### config.mk
export PLATFORM = sky130hd
export DESIGN_NAME = cpu_branch_jump_call_unit
export DESIGN_NICKNAME = d
export VERILOG_FILES = /design/src/rtl/bjc_pkg.sv /design/src/rtl/bjc_exec.sv /design/src/rtl/cpu_branch_jump_call_unit.sv
export SDC_FILE = /design/constraint.sdc
export NUM_CORES = 1
export LEC_CHECK = 0
export BUFFER_PORTS_ARGS = -buffer_cell sky130_fd_sc_hd__buf_2
export CAP_MARGIN = 20
export CORE_ASPECT_RATIO = 0.8
export CORE_MARGIN = 2
export CORE_UTILIZATION = 50
export CTS_BUF_LIST = sky130_fd_sc_hd__clkbuf_8
export CTS_CLUSTER_SIZE = 12
export DETAILED_ROUTE_END_ITERATION = 8
export PLACE_DENSITY = 0.82
export SYNTH_ARGS = -nofsm -noshare
export SYNTH_HDL_FRONTEND = slang
export SYNTH_HIERARCHICAL = 1
export SYNTH_SLANG_ARGS = --single-unit
### constraint.sdc
create_clock -name clk -period 5.6 [get_ports clk]
set_clock_uncertainty 0.15 [all_clocks]
set_input_delay 0.56 -clock clk [delete_from_list [all_inputs] [get_ports clk]]
set_output_delay 0.56 -clock clk [all_outputs]
set_load 0.05 [all_outputs]
### src/rtl/bjc_pkg.sv
// ----------------------------------------------------------------------------
// bjc_pkg: shared types and helpers of the branch/jump/call unit
// Instruction kinds, condition codes, timing codes, item structs.
// ----------------------------------------------------------------------------
`default_nettype none

package bjc_pkg;

	// instruction kind, as carried on the input tuser
	typedef enum logic [3:0] {
		KIND_NOP    = 4'd0,
		KIND_DJNZ   = 4'd1,
		KIND_JR     = 4'd2,
		KIND_JRNZ   = 4'd3,
		KIND_JRZ    = 4'd4,
		KIND_JRNC   = 4'd5,
		KIND_JRC    = 4'd6,
		KIND_JP     = 4'd7,
		KIND_JPCC   = 4'd8,
		KIND_JPHL   = 4'd9,
		KIND_CALL   = 4'd10,
		KIND_CALLCC = 4'd11,
		KIND_RET    = 4'd12,
		KIND_RETCC  = 4'd13,
		KIND_RST    = 4'd14
	} kind_t;

	// condition field, opcode bits 5:3
	typedef enum logic [2:0] {
		COND_NZ = 3'd0,
		COND_Z  = 3'd1,
		COND_NC = 3'd2,
		COND_C  = 3'd3,
		COND_PO = 3'd4,
		COND_PE = 3'd5,
		COND_P  = 3'd6,
		COND_M  = 3'd7
	} cond_t;

	// short cycle counts of a branch not taken
	typedef enum logic [2:0] {
		TIM_DEFAULT     = 3'd0,
		TIM_DJNZ_FALL   = 3'd1,
		TIM_JRCC_SKIP   = 3'd2,
		TIM_RETCC_SKIP  = 3'd3,
		TIM_CALLCC_SKIP = 3'd4
	} timing_t;

	localparam logic [7:0] RST_VEC_MASK = 8'h38;
	localparam int         IN_DATA_W    = 104;
	localparam int         OUT_DATA_W   = 64;

	typedef struct packed {
		logic [7:0]  opcode;
		logic [15:0] operand;
		logic [15:0] prog_counter;
		logic [15:0] stack_ptr;
		logic [15:0] hl_pair;
		logic [7:0]  b_count;
		logic        flag_zero;
		logic        flag_carry;
		logic        flag_parity;
		logic        flag_sign;
		logic [15:0] popped_word;
	} in_item_t;

	typedef struct packed {
		logic [15:0] next_pc;
		logic [15:0] next_sp;
		logic [7:0]  next_b;
		logic        push_valid;
		logic [15:0] push_word;
		logic        pop_used;
		timing_t     timing_code;
	} res_item_t;

	function automatic logic cond_holds(input logic [7:0] op, input logic z,
		input logic c, input logic pv, input logic s);
		logic r;
		unique case (cond_t'(op[5:3]))
			COND_NZ: r = ~z;
			COND_Z:  r = z;
			COND_NC: r = ~c;
			COND_C:  r = c;
			COND_PO: r = ~pv;
			COND_PE: r = pv;
			COND_P:  r = ~s;
			COND_M:  r = s;
			default: r = s;
		endcase
		return r;
	endfunction

	// pc plus sign-extended displacement, wrapping
	function automatic logic [15:0] rel_target(input logic [15:0] pc,
		input logic [7:0] disp);
		return pc + {{8{disp[7]}}, disp};
	endfunction

endpackage

`default_nettype wire

### src/rtl/bjc_exec.sv
// ----------------------------------------------------------------------------
// bjc_exec: execute logic of the branch/jump/call unit
// Decodes one instruction and forms the next PC, SP, B and push/pop info.
// ----------------------------------------------------------------------------
`default_nettype none

module bjc_exec (
	input  wire bjc_pkg::kind_t    kind,
	input  wire bjc_pkg::in_item_t item,
	output bjc_pkg::res_item_t     res
);

	logic [15:0] rel_pc;
	logic [7:0]  b_dec;
	logic        cc_ok;
	logic        jr_taken;

	assign rel_pc = bjc_pkg::rel_target(item.prog_counter, item.operand[7:0]);
	assign b_dec  = item.b_count - 8'd1;
	assign cc_ok  = bjc_pkg::cond_holds(item.opcode, item.flag_zero, item.flag_carry,
		item.flag_parity, item.flag_sign);

	always_comb begin
		unique case (kind)
			bjc_pkg::KIND_JRNZ: jr_taken = ~item.flag_zero;
			bjc_pkg::KIND_JRZ:  jr_taken = item.flag_zero;
			bjc_pkg::KIND_JRNC: jr_taken = ~item.flag_carry;
			bjc_pkg::KIND_JRC:  jr_taken = item.flag_carry;
			default:            jr_taken = 1'b0;
		endcase
	end

	always_comb begin
		res.next_pc     = item.prog_counter;
		res.next_sp     = item.stack_ptr;
		res.next_b      = item.b_count;
		res.push_valid  = 1'b0;
		res.push_word   = 16'h0000;
		res.pop_used    = 1'b0;
		res.timing_code = bjc_pkg::TIM_DEFAULT;
		unique case (kind)
			bjc_pkg::KIND_DJNZ: begin
				res.next_b = b_dec;
				if (b_dec == 8'd0) begin
					res.timing_code = bjc_pkg::TIM_DJNZ_FALL;
				end else begin
					res.next_pc = rel_pc;
				end
			end
			bjc_pkg::KIND_JR: begin
				res.next_pc = rel_pc;
			end
			bjc_pkg::KIND_JRNZ, bjc_pkg::KIND_JRZ,
			bjc_pkg::KIND_JRNC, bjc_pkg::KIND_JRC: begin
				if (jr_taken) begin
					res.next_pc = rel_pc;
				end else begin
					res.timing_code = bjc_pkg::TIM_JRCC_SKIP;
				end
			end
			bjc_pkg::KIND_JP: begin
				res.next_pc = item.operand;
			end
			bjc_pkg::KIND_JPCC: begin
				if (cc_ok) begin
					res.next_pc = item.operand;
				end
			end
			bjc_pkg::KIND_JPHL: begin
				res.next_pc = item.hl_pair;
			end
			bjc_pkg::KIND_CALL, bjc_pkg::KIND_CALLCC: begin
				if (kind == bjc_pkg::KIND_CALL || cc_ok) begin
					res.push_valid = 1'b1;
					res.push_word  = item.prog_counter;
					res.next_sp    = item.stack_ptr - 16'd2;
					res.next_pc    = item.operand;
				end else begin
					res.timing_code = bjc_pkg::TIM_CALLCC_SKIP;
				end
			end
			bjc_pkg::KIND_RET, bjc_pkg::KIND_RETCC: begin
				if (kind == bjc_pkg::KIND_RET || cc_ok) begin
					res.pop_used = 1'b1;
					res.next_pc  = item.popped_word;
					res.next_sp  = item.stack_ptr + 16'd2;
				end else begin
					res.timing_code = bjc_pkg::TIM_RETCC_SKIP;
				end
			end
			bjc_pkg::KIND_RST: begin
				res.push_valid = 1'b1;
				res.push_word  = item.prog_counter + 16'd1;
				res.next_sp    = item.stack_ptr - 16'd2;
				res.next_pc    = {8'h00, item.opcode & bjc_pkg::RST_VEC_MASK};
			end
			default: begin
				// NOP and the unused kind code: state passes through
			end
		endcase
	end

endmodule

`default_nettype wire

### src/rtl/cpu_branch_jump_call_unit.sv
// ----------------------------------------------------------------------------
// cpu_branch_jump_call_unit: branch/jump/call/return execute stage
// Input register, decode/execute logic, result register on stream ports.
// ----------------------------------------------------------------------------
// Path: the input register takes each accepted item and the result register takes
// the executed result from it; a stall on tready can hold the item between them.
// Throughput: one item per cycle while the result side keeps taking items; set by
// the single execute pass between regs. The input register keeps taking items
// while a result waits on tready, until both stages are full.
// Reset: arst_n low clears both stage valid flags; payload regs are not reset.
`default_nettype none

module cpu_branch_jump_call_unit (
	input  wire                            clk,
	input  wire                            arst_n,
	// input item stream
	input  wire                            s_axis_tvalid,
	output logic                           s_axis_tready,
	// tdata, low bit up: opcode[7:0], operand[23:8], prog_counter[39:24],
	// stack_ptr[55:40], hl_pair[71:56], b_count[79:72], flag_zero[80],
	// flag_carry[81], flag_parity[82], flag_sign[83], popped_word[99:84],
	// zero pad[103:100]
	input  wire [bjc_pkg::IN_DATA_W-1:0]   s_axis_tdata,
	// tuser: kind[3:0]
	input  wire [3:0]                      s_axis_tuser,
	// result item stream
	output logic                           m_axis_tvalid,
	input  wire                            m_axis_tready,
	// tdata, low bit up: next_pc[15:0], next_sp[31:16], next_b[39:32],
	// push_valid[40], push_word[56:41], pop_used[57], timing_code[60:58],
	// zero pad[63:61]
	output logic [bjc_pkg::OUT_DATA_W-1:0] m_axis_tdata
);

	// stage 1: registered input item
	logic                v_s1;
	bjc_pkg::kind_t      kind_s1;
	bjc_pkg::in_item_t   item_s1;
	// stage 2: registered result item
	logic                v_s2;
	bjc_pkg::res_item_t  res_s2;

	bjc_pkg::in_item_t   item_in;
	bjc_pkg::res_item_t  res_d;
	logic                adv_s1;
	logic                load_s1;

	// unpack input tdata
	always_comb begin
		item_in.opcode       = s_axis_tdata[7:0];
		item_in.operand      = s_axis_tdata[23:8];
		item_in.prog_counter = s_axis_tdata[39:24];
		item_in.stack_ptr    = s_axis_tdata[55:40];
		item_in.hl_pair      = s_axis_tdata[71:56];
		item_in.b_count      = s_axis_tdata[79:72];
		item_in.flag_zero    = s_axis_tdata[80];
		item_in.flag_carry   = s_axis_tdata[81];
		item_in.flag_parity  = s_axis_tdata[82];
		item_in.flag_sign    = s_axis_tdata[83];
		item_in.popped_word  = s_axis_tdata[99:84];
	end

	// stage 1 moves on when stage 2 is empty or draining this cycle
	assign adv_s1        = v_s1 & (~v_s2 | m_axis_tready);
	assign s_axis_tready = ~v_s1 | adv_s1;
	assign load_s1       = s_axis_tvalid & s_axis_tready;

	always_ff @(posedge clk or negedge arst_n) begin
		if (!arst_n) begin
			v_s1 <= 1'b0;
		end else if (s_axis_tready) begin
			v_s1 <= s_axis_tvalid;
		end
	end

	always_ff @(posedge clk) begin
		if (load_s1) begin
			kind_s1 <= bjc_pkg::kind_t'(s_axis_tuser);
			item_s1 <= item_in;
		end
	end

	bjc_exec u_exec (
		.kind (kind_s1),
		.item (item_s1),
		.res  (res_d)
	);

	always_ff @(posedge clk or negedge arst_n) begin
		if (!arst_n) begin
			v_s2 <= 1'b0;
		end else if (~v_s2 | m_axis_tready) begin
			v_s2 <= v_s1;
		end
	end

	always_ff @(posedge clk) begin
		if (adv_s1) begin
			res_s2 <= res_d;
		end
	end

	assign m_axis_tvalid = v_s2;
	assign m_axis_tdata  = {3'b000, res_s2.timing_code, res_s2.pop_used, res_s2.push_word,
		res_s2.push_valid, res_s2.next_b, res_s2.next_sp, res_s2.next_pc};

	// a result never both pushes and pops
	a_push_pop_excl: assert property (@(posedge clk) disable iff (!arst_n)
		v_s2 |-> !(res_s2.push_valid && res_s2.pop_used))
		else $error("result both pushes and pops");

	// timing code stays within the defined codes
	a_timing_range: assert property (@(posedge clk) disable iff (!arst_n)
		v_s2 |-> (res_s2.timing_code <= bjc_pkg::TIM_CALLCC_SKIP))
		else $error("undefined timing code");

	// a full stage 1 with an empty stage 2 always moves forward
	a_s1_advances: assert property (@(posedge clk) disable iff (!arst_n)
		(v_s1 && !v_s2) |=> v_s2)
		else $error("stage 1 item did not advance");

	// no item is taken while both stages are full and stalled
	a_no_overrun: assert property (@(posedge clk) disable iff (!arst_n)
		(v_s1 && v_s2 && !m_axis_tready) |-> !s_axis_tready)
		else $error("input accepted into full pipeline");

	// no push word without a push
	a_push_word_zero: assert property (@(posedge clk) disable iff (!arst_n)
		(v_s2 && !res_s2.push_valid) |-> (res_s2.push_word == 16'h0000))
		else $error("push word set without push");

endmodule

`default_nettype wire

After elaboration in Yosys (flattened, before gate mapping):

Index checks and enable logic that the tools add are counted.

* add/subtract/negate cells: 5
* equality and inequality tests: 21
* mux-type cells: 18
* bitwise operators: 10
* reduce and logical (&&, ||, !) cells: 7

Operator list (count)
* $pmux W16 S9: 1
* $mux W32: 2
* $mux W16: 3
* $pmux W16 S3: 1
* $pmux W17 S2: 1
* $eq A4 B4 Y1 const B: 7
* $mux W17: 1
* $add A16 B1 Y16 const B: 1
* $add A16 B16 Y16: 1
* $add A16 B2 Y16 const B: 1
* $eq A4 B3 Y1 const B: 4
* $sub A16 B2 Y16 const B: 1
* $eq A3 B3 Y1 const B: 4
* $pmux W3 S4: 1
* $eq A4 B2 Y1 const B: 2
* $logic_not A8 Y1: 1
* $mux W8: 1
* $pmux W1 S8: 1
* $sub A8 B1 Y8 const B: 1
* $eq A3 B2 Y1 const B: 2
* $not A1 Y1: 6
* $eq A4 B1 Y1 const B: 1
* $mux W2: 2
* $pmux W1 S4: 1
* other kinds (9): 14

* bits in registers: 165
* bits of input ports: 112
* output and inout port bits: 66
* word-level logic and storage cells: 82

Depth between registers and ports, before layout:

Gate-level depths: netlist (run 1).

* word-level depth: 5
* mapped depth: 10
* mapped depth without buffers: 9

Modules after synthesis:

Netlist (run 1), hierarchy kept.

Modules (own cells, without submodules)
* cpu_branch_jump_call_unit: instances 1, cells each 177, area an instance 5084.9 um^2, sequential area each 5004.8 um^2
* bjc_exec: instances 1, cells each 450, area an instance 2832.7 um^2, sequential area each 0.0 um^2

Least setup slack after synthesis (run 1):

Ideal clock, no wire load.

* kind: register to register
* start: register item_s1[19] in the netlist's numbering
* end: register res_s2, in the netlist m_axis_tdata[9], data pin
* setup time: 0.261 ns
* arrival time: 2.527 ns
* data required time: 5.189 ns
* path slack: 2.663 ns
* stages on the path, launching flop included: 10
* buffers on the path: 2
* clock period less this slack: 2.937 ns
* path through: edfxtp_1 mux4_2 xnor2_2 and3_4 or3_1 buf_2 buf_6 a222oi_1 inv_1 a221o_1

RTL lines
* start: declaration: line cpu_branch_jump_call_unit.sv:38 `bjc_pkg::in_item_t item_s1;`
* start signal: assignment: line cpu_branch_jump_call_unit.sv:79 `item_s1 <= item_in;`
* end signal: assignment: line cpu_branch_jump_call_unit.sv:99 `res_s2 <= res_d;`
* end: declaration: line cpu_branch_jump_call_unit.sv:41 `bjc_pkg::res_item_t res_s2;`

==> flow_summary.toml, run 1 <==
[critical_path]
r2r_setup_slack_ns = 2.05
cp-start-kind = "flop"
cp.arrival_ns = 3.61
reg2reg_depth = 7
endpoint_kind = "flop"
critPathRequiredTime_ns = 5.66
worstSetupPathType = "flop to flop"
path_max_fanout = 14

[grt]
grt-ovfl-total = 0
grt_pass1_vias = 5127
grt_usage_pct = 21.92
antenna_found_initial = 0
grt_pass1_wl_mm = 27.25
grt_max_degree = 65

[sta]
setup_violations = 0
finalCriticalPeriod_ns = 3.553
finalHoldViolCount = 0
slew_headroom_pct = 28.89
layout_worst_path_cycle_share_pct = 63.45
tightest_slew_ns = 1.063
slew_violations = 0
tns_ns = 0
rsz0062_at_grt = "false"
max_freq_ghz = 0.2815

[logic_synthesis]
syn_area_per_cell_sq_um = 12.49
synth_area_sq_um = 7767
syn_inst = 622
ys.warnings.count = 6

[pwr]
leakage_nw = 3.600
ir_worst_vdd_mv = 0.2358
p_per_area_nw_per_um2 = 312.6

[clocking]
cts.clk_slew.worst_paths_ns = 0.09
cts_tree = "done"
cts_sinks = 162
root_buffer = "clkbuf_8"
numCtsBuffers = 17
cts_buffer_depth = 2
htreeDepth = 4
post_cts_buffers = 0
clk_latency_ns = 0.45

[die]
die_y_microns = 115.5
die_w_microns = 143.4
row_count = 40
die-area_sq_um = 16550
ios = 178
coreArea_sq_um = 15110
start_util_pct = 51.39

[routing]
wl_per_cell_microns = 17.73
drc = 0
via_per_inst = 5.708
vias = 5748
drtAntennaViolNets = 0
initialDrtViolationCount = 604
first_pass_iters = 8
wirelength_mm = 17.86

[finish]
diodes = 0
area.sequential_sq_um = 4855
final_layout_size_suffix_gt1_share_pct = 26.47
multi_input_area_sq_um = 2720
finish.utilization_pct = 60.55
area_growth_syn_to_layout_pct = 17.83
num-fill-cells = 1204
layout.nets = 917

[placement]
port_buffers = 165
dp_hpwl_mm = 12.85
place.gp.congestion = 0.9098

[run_status]
outcome = "completed"

[hold_path]
hold_path_class = "primary input to flop"
hold_depth = 1

[run]
drv_cap = 0
[per-stage QoR]
step | cell area [sq um] | worst slack [ns] | cells | hold WS (ns) | power (W)
after floorplan | 7775 | 2.663 | 624 | 0.1144 | 0.001926
after global placement | 8757 | 2.219 | 973 | 0.1966 | 0.002070
after detailed placement | 8765 | 2.160 | 974 | 0.2007 | 0.002080
after CTS | 9153 | 2.129 | 1007 | 0.1057 | 0.002878
after global routing | 9153 | 1.980 | 1007 | 0.08890 | 0.002993
final | 9153 | 2.047 | 1007 | 0.1327 | 0.002861
[flip-flops by register name (all words and copies together), names as in the netlist]
| name | count |
|---|---|
| item_s1 | 95 |
| kind_s1 | 4 |
| m_axis_tdata | 61 |
| m_axis_tvalid | 1 |
| v_s1 | 1 |
[metal layers]
metal / wire (microns) / global-route usage (%) / vias to the layer above / share of wire, %
met2: 7636 / 31.07 / 301 / 43
met5: 0 / 0 / - / 0
met4: 246 / 6.471 / 0 / 1.4
met3: 1687 / 5.537 / 24 / 9.4
met1: 8287 / 33.59 / 2676 / 46
li1: - / - / 2747 / -
[placed cells by master, fill, tap and decap left out, types with 14 or more instances in the layout]
master / n
clkbuf_8: 18
a31oi_1: 14
xnor2_1: 17
xor2_1: 15
buf_2: 165
nand2_1: 37
nand3_1: 25
edfxtp_1: 160
a21oi_1: 26
inv_1: 16
o21ai_0: 54
ha_1: 20
nor2_1: 41
[area by class of cell]
cell class,instances,area share (%)
clock buffers,18,2.707
inverters,17,0.6972
multi-input cells,415,29.72
well taps,210,2.871
clock inverters,14,1.422
repair buffers,171,9.542
flip-flops and latches,162,53.04
[path summary, 6_finish.rpt]
kind	end	startpoint
min reg2reg	m_axis_tdata[16]$_DFFE_PP_	item_s1[44]$_DFFE_PP_
min in group asynchronous	m_axis_tvalid$_DFFE_PN0P_	arst_n
max reg2reg	m_axis_tdata[15]$_DFFE_PP_	item_s1[19]$_DFFE_PP_
max in group asynchronous	v_s1$_DFFE_PN0P_	arst_n
max	m_axis_tdata[15]$_DFFE_PP_	item_s1[19]$_DFFE_PP_
min	item_s1[80]$_DFFE_PP_	s_axis_tdata[12]
[where the power goes]
| part | internal (W) | switching [W] |
|---|---|---|
| Sequential | 0.00145 | 0.0000617 |
| Clock | 0.000367 | 0.000435 |
| Combinational | 0.000168 | 0.000375 |
[worst max-delay path: stages (launching register included)]
cell and delay, ns:
edfxtp_1 0.50, mux4_2 0.56, xnor2_2 0.23, and3_4 0.22
or3_1 0.61, a222oi_1 0.63, o21ai_0 0.22, a21o_1 0.20
[repair_timing]
action / CTS / global route
hold endpoints to repair: 2 / 0
hold buffers: 1 / 0
gates resized for setup: 0 / 0
Note: power is estimated with default switching activity, not from simulation.
==> run 2, diff against run 1 <==
Settings changed: PLACE_DENSITY 0.82 to 0.85.
Clock period 5.6 ns to 3.1 ns, I/O delays scaled along.
==> run 2 against run 1 <==
Against the previous run: via count rose by 15%; flip-flop and latch count is the same; combinational power is 120% higher; critical path type unchanged.
==> flow_summary.toml, run 2 (synthesis results as in run 1) <==
[routing]
drc = 0
vias = 6604
wl_per_cell_microns = 19.01
wirelength_mm = 21.73
drtAntennaViolNets = 0
initialDrtViolationCount = 993
first_pass_iters = 7
via_per_inst = 5.778

[clocking]
root_buffer = "clkbuf_8"
cts_buffer_depth = 2
numCtsBuffers = 17
cts_tree = "done"
cts.clk_slew.worst_paths_ns = 0.09
htreeDepth = 4
cts_sinks = 162
clk_latency_ns = 0.46

[grt]
grt_usage_pct = 26.47
grt_pass1_wl_mm = 32.54
grt_max_degree = 49
grt_pass1_vias = 6095
antenna_found_initial = 0
grt-ovfl-total = 0

[die]
start_util_pct = 51.39
ios = 178
row_count = 40
die_w_microns = 143.4
coreArea_sq_um = 15110
die-area_sq_um = 16550
die_y_microns = 115.5

[sta]
slew_headroom_pct = 32.24
rsz0062_at_grt = "false"
tns_ns = 0
tightest_slew_ns = 1.013
layout_worst_path_cycle_share_pct = 97.56
finalHoldViolCount = 0
hold_ws_ns = 0.2789
slew_violations = 0
setup_violations = 0
finalCriticalPeriod_ns = 3.024
fin_ws_ns = 0.07556
max_freq_ghz = 0.3306

[finish]
diodes = 0
area_growth_syn_to_layout_pct = 34.78
final_layout_size_suffix_gt1_share_pct = 26.15
largest_reg_flops = 95
final_cell_mix = "buf_2, edfxtp_1, dlygate4sd3_1, o21ai_0, nor2_1"
layout.nets = 1053
finish.utilization_pct = 69.26
largest_register = "item_s1"
final_common_cell = "buf_2"

[pwr]
seq_power_share_pct = 50.6
leakage_nw = 4.211
p_per_area_nw_per_um2 = 513.8
clkPwrFrac_pct = 27.3
power.switching_w = 0.001678
internal_power_w = 0.003701
switching_share_pct = 31.19
p_comb_share_pct = 22.1
ir_worst_vdd_mv = 0.3681

[placement]
dp_hpwl_mm = 13.81
dp_slack_ns = 0.09825
port_buffers = 165
place.gp.congestion = 0.9417

[hold_path]
hold_path_class = "flop to flop"
hold_path_end = "m_axis_tdata[16]$_DFFE_PP_"
hold_start = "item_s1[44]$_DFFE_PP_"
hold_depth = 0

[critical_path]
critPathRequiredTime_ns = 3.16
cp_slowest_cell = "edfxtp_1"
path_max_fanout = 3
crit_chain = "ha_1 > fa_1 > a21o_1 > a31oi_1 > a21o_1 > nand2b_1 > a211o_1 > xor2_1 > a221o_1"
critPathMaxStageDelay_ns = 0.42
cp.arrival_ns = 3.09
r2r-start = "item_s1[60]$_DFFE_PP_"
worstSetupPathType = "flop to flop"
cp_top_family = "compound AO/OA/AOI/OAI gates"
endpoint_kind = "flop"
crit_buf_inv = 0
reg2reg_depth = 9
reg2reg_to = "m_axis_tdata[14]$_DFFE_PP_"
r2r_setup_slack_ns = 0.08
cp-start-kind = "flop"
crit_path_frequent_cell = "a21o_1"

[run]
drv_cap = 0

[run_status]
outcome = "completed"
run 2: cell count changes in the layout (fill, tap and decap cells not counted), sizes merged:
| cell | previous run | this run |
|---|---|---|
| clkinv | 5 | 6 |
| inv | 20 | 22 |
| clkbuf | 18 | 17 |
| buf | 170 | 203 |
| clkinvlp | 5 | 3 |
| dlygate4sd3 | 1 | 104 |
run 2: layout make-up:
class | instances | area (sq um)
Timing Repair Buffer | 307 | 2190
Inverter | 17 | 63.81
Fill cell | 1064 | 4646
Multi-Input combinational cell | 415 | 2729
Clock buffer | 17 | 234.0
Clock inverter | 15 | 135.1
Tap cell | 210 | 262.8
Sequential cell | 162 | 4855
run 2: how the worst max path moves through the flow:
stage | startpoint | end | slack (ns) | cells after the start
floorplan | item_s1[19]$_DFFE_PP_ | m_axis_tdata[9]$_DFFE_PP_ | 0.16 | 9
global placement | item_s1[46]$_DFFE_PP_ | m_axis_tdata[29]$_DFFE_PP_ | 0.17 | 9
detailed placement | item_s1[46]$_DFFE_PP_ | m_axis_tdata[29]$_DFFE_PP_ | 0.1 | 9
CTS | item_s1[46]$_DFFE_PP_ | m_axis_tdata[29]$_DFFE_PP_ | 0.09 | 9
global route | item_s1[76]$_DFFE_PP_ | m_axis_tdata[14]$_DFFE_PP_ | 0.005 | 9
finish | item_s1[60]$_DFFE_PP_ | m_axis_tdata[14]$_DFFE_PP_ | 0.08 | 9
run 2: metrics by stage:
stage / std cells / cell area (sq um) / total power [W]
final: 1143 / 10470 / 0.005378
after detailed placement: 1006 / 9042 / 0.003815
after global routing: 1143 / 10470 / 0.005576
after CTS: 1142 / 10450 / 0.005362
after floorplan: 624 / 7775 / 0.003479
after global placement: 1006 / 9042 / 0.003792
run 2: metal layers:
layer,vias to the layer above,wire [microns],track usage [%]
met5,-,0,0
met4,0,426,8.431
met3,44,2582,6.033
met2,464,9873,41.21
met1,3074,8846,37.51
li1,3022,-,-
run 2: power by group through the flow:
stage          clock network (W)  registers (W)  logic [W]
2_1_floorplan                  0        0.00303   0.000447
3_3_place_gp                   0        0.00276    0.00103
3_5_place_dp                   0        0.00277    0.00105
4_1_cts                  0.00149        0.00272    0.00116
5_1_grt                  0.00158        0.00274    0.00126
6_report                 0.00147        0.00272    0.00119
run 2: worst register-to-register path, delay by kind of cell (launching register included):
kind / cells / cell delay [ns]
DFF: 1 / 0.42
and+or+nand+nor: 1 / 0.11
adders and majority gates: 2 / 0.68
xor gates and xnor gates: 1 / 0.15
AOI/OAI and AO/OA: 5 / 1.28
run 2: repair_timing:
action	CTS	global route
endpoints found under the setup margin	0	1
setup buffers	0	1
hold buffers	104	0
gates resized for setup	0	3
hold endpoints to repair	103	0
==> run 3, diff against run 2 <==
Settings changed: PLACE_DENSITY 0.85 to 0.82.
Clock period 3.1 ns to 2.9 ns, I/O delays scaled along.
==> run 3 against run 2 <==
Against the previous run: the run now ends with negative setup slack left; clock-buffer cell count grew 1; non-clock buffer count grew 22; critical path depth shrank 2; routed wire length grew 5.5%; first-iteration DRC count shrank 17%; combinational power grew 12%; die area is the same; sequential share of layout area shrank 0.99 points; critical endpoint is now m_axis_tdata[15]$_DFFE_PP_; flip-flop and latch count is the same; clock power grew 14%; hold slack lost 0.0029 ns; power grew 9.7%.
==> flow_summary.toml, run 3 (synthesis results as in run 1) <==
[routing]
vias = 6677
drc = 0
via_per_inst = 5.726
wl_per_cell_microns = 19.67
wl_met3_mm = 2.258
wl_met2_mm = 10.50
initialDrtViolationCount = 828
wirelength_mm = 22.93
top_layer_used = "met4"
wl_met1_mm = 9.828
drtAntennaViolNets = 0
first_pass_iters = 6

[critical_path]
path_max_fanout = 6
crit_chain = "mux4_2 > xnor2_4 > and3_4 > or3_4 > a222oi_1 > o21ai_1 > a21o_1"
cp_top_family = "compound AO/OA/AOI/OAI gates"
worstSetupPathType = "flop to flop"
cp-start-kind = "flop"
critPathMaxStageDelay_ns = 0.62
critPathRequiredTime_ns = 3.00
crit_buf_inv = 0
cp.arrival_ns = 3.16
endpoint_kind = "flop"
cp_slowest_cell = "a222oi_1"

[pwr]
ir_worst_vdd_mv = 0.4338
seq_power_share_pct = 49.2
clkPwrFrac_pct = 28.2
power.switching_w = 0.001873
p_comb_share_pct = 22.6
power_w = 0.005903
leakage_nw = 4.334
internal_power_w = 0.004030
switching_share_pct = 31.73
p_per_area_nw_per_um2 = 551.8

[finish]
final_cell_count_no_fill = 1166
final_cell_mix = "buf_2, edfxtp_1, dlygate4sd3_1, buf_4, o21ai_0"
area_growth_syn_to_layout_pct = 37.73
largest_register = "item_s1"
num-fill-cells = 1060
largest_reg_flops = 95
final_common_cell = "buf_2"
final_layout_size_suffix_gt1_share_pct = 29.11
layout.nets = 1075

[placement]
dp_slack_ns = -0.07637
dp_hpwl_mm = 14.27
place.gp.congestion = 0.9496
dp.cells = 1022
port_buffers = 165

[die]
die_w_microns = 143.4
row_count = 40
die-area_sq_um = 16550
ios = 178
die_y_microns = 115.5
start_util_pct = 51.39
coreArea_sq_um = 15110

[sta]
layout_worst_path_cycle_share_pct = 105.5
tightest_slew_ns = 0.9895
slew_headroom_pct = 33.79
fin_ws_ns = -0.1593
slew_violations = 0
rsz0062_at_grt = "true"
finalHoldViolCount = 0
tns_ns = -0.4095
setup_violations = 5
max_freq_ghz = 0.3269
hold_ws_ns = 0.2760
finalCriticalPeriod_ns = 3.059

[clocking]
htreeDepth = 4
cts_tree = "done"
cts_buffer_depth = 2
cts_sinks = 162
root_buffer = "clkbuf_8"
numCtsBuffers = 17
cts.clk_slew.worst_paths_ns = 0.11
clk_latency_ns = 0.47

[run_status]
violations = "negative setup slack"
outcome = "complete, but fails checks"

[grt]
grt-ovfl-total = 0
grt_usage_pct = 28.12
grt_max_degree = 62
grt_pass1_vias = 6335
grt_pass1_wl_mm = 34.67
antenna_found_initial = 0

[run]
drv_cap = 0

[hold_path]
hold_path_class = "flop to flop"
## run 3: changes by cell type in the layout (fill, tap and decap cells not counted), moves of 2 or more
cell,before,now
ha_2,0,2
buf_4,35,58
ha_1,20,18
inv_1,17,15
o21ai_0,53,51
inv_6,5,7
## run 3: power by group through the flow
| stage | Sequential, W | Combinational (W) | Clock, W |
|---|---|---|---|
| 2_1_floorplan | 0.00324 | 0.000481 | 0 |
| 3_3_place_gp | 0.00295 | 0.00114 | 0 |
| 3_5_place_dp | 0.00295 | 0.00116 | 0 |
| 4_1_cts | 0.00290 | 0.00128 | 0.00165 |
| 5_1_grt | 0.00292 | 0.00141 | 0.00178 |
| 6_report | 0.00290 | 0.00133 | 0.00167 |
## run 3: layer usage
layer  vias to the layer above  track usage [%]
met2                       404            43.92
met5                         -                0
li1                       3070                -
met1                      3170            40.49
met3                        33            6.198
met4                         0            7.516
## run 3: repair_timing
action,4_1_cts,5_1_grt
resized for setup,2,15
hold buffers,104,0
buffers inserted,1,6
pin swaps,2,9
endpoints found under the hold margin,103,0
endpoints found under the setup margin,6,15
## run 3: layout make-up
type	instances	area (sq um)	share of cell area (%)
antenna	1	2.502	0.02339
clock buffer	18	247.7	2.316
clock inverter	14	141.4	1.322
inverter	17	67.56	0.6316
multi-input combinational	415	2779	25.98
sequential	162	4855	45.38
tap	210	262.8	2.456
timing repair buffer	329	2342	21.89
## run 3: final timing paths
| check | start | to | slack (ns) | cells after the start |
|---|---|---|---|---|
| setup / recovery | item_s1[96]$_DFFE_PP_ | m_axis_tdata[15]$_DFFE_PP_ | -0.16 | 7 |
| hold / removal | item_s1[44]$_DFFE_PP_ | m_axis_tdata[16]$_DFFE_PP_ | 0.28 | 0 |
| setup reg to reg | item_s1[96]$_DFFE_PP_ | m_axis_tdata[15]$_DFFE_PP_ | -0.16 | 7 |
| hold reg to reg | item_s1[44]$_DFFE_PP_ | m_axis_tdata[16]$_DFFE_PP_ | 0.28 | 0 |
| max in group asynchronous | arst_n | v_s1$_DFFE_PN0P_ | 1.90 | 3 |
| min in group asynchronous | arst_n | m_axis_tvalid$_DFFE_PN0P_ | 0.56 | 3 |
## run 3: stage by stage
step | utilization, % | instance area, sq um
2_1_floorplan | - | 7786
3_5_place_dp | 60.61 | 9161
3_3_place_gp | 60.61 | 9161
5_1_grt | 70.76 | 10700
6_report | 70.78 | 10700
4_1_cts | 70.18 | 10610
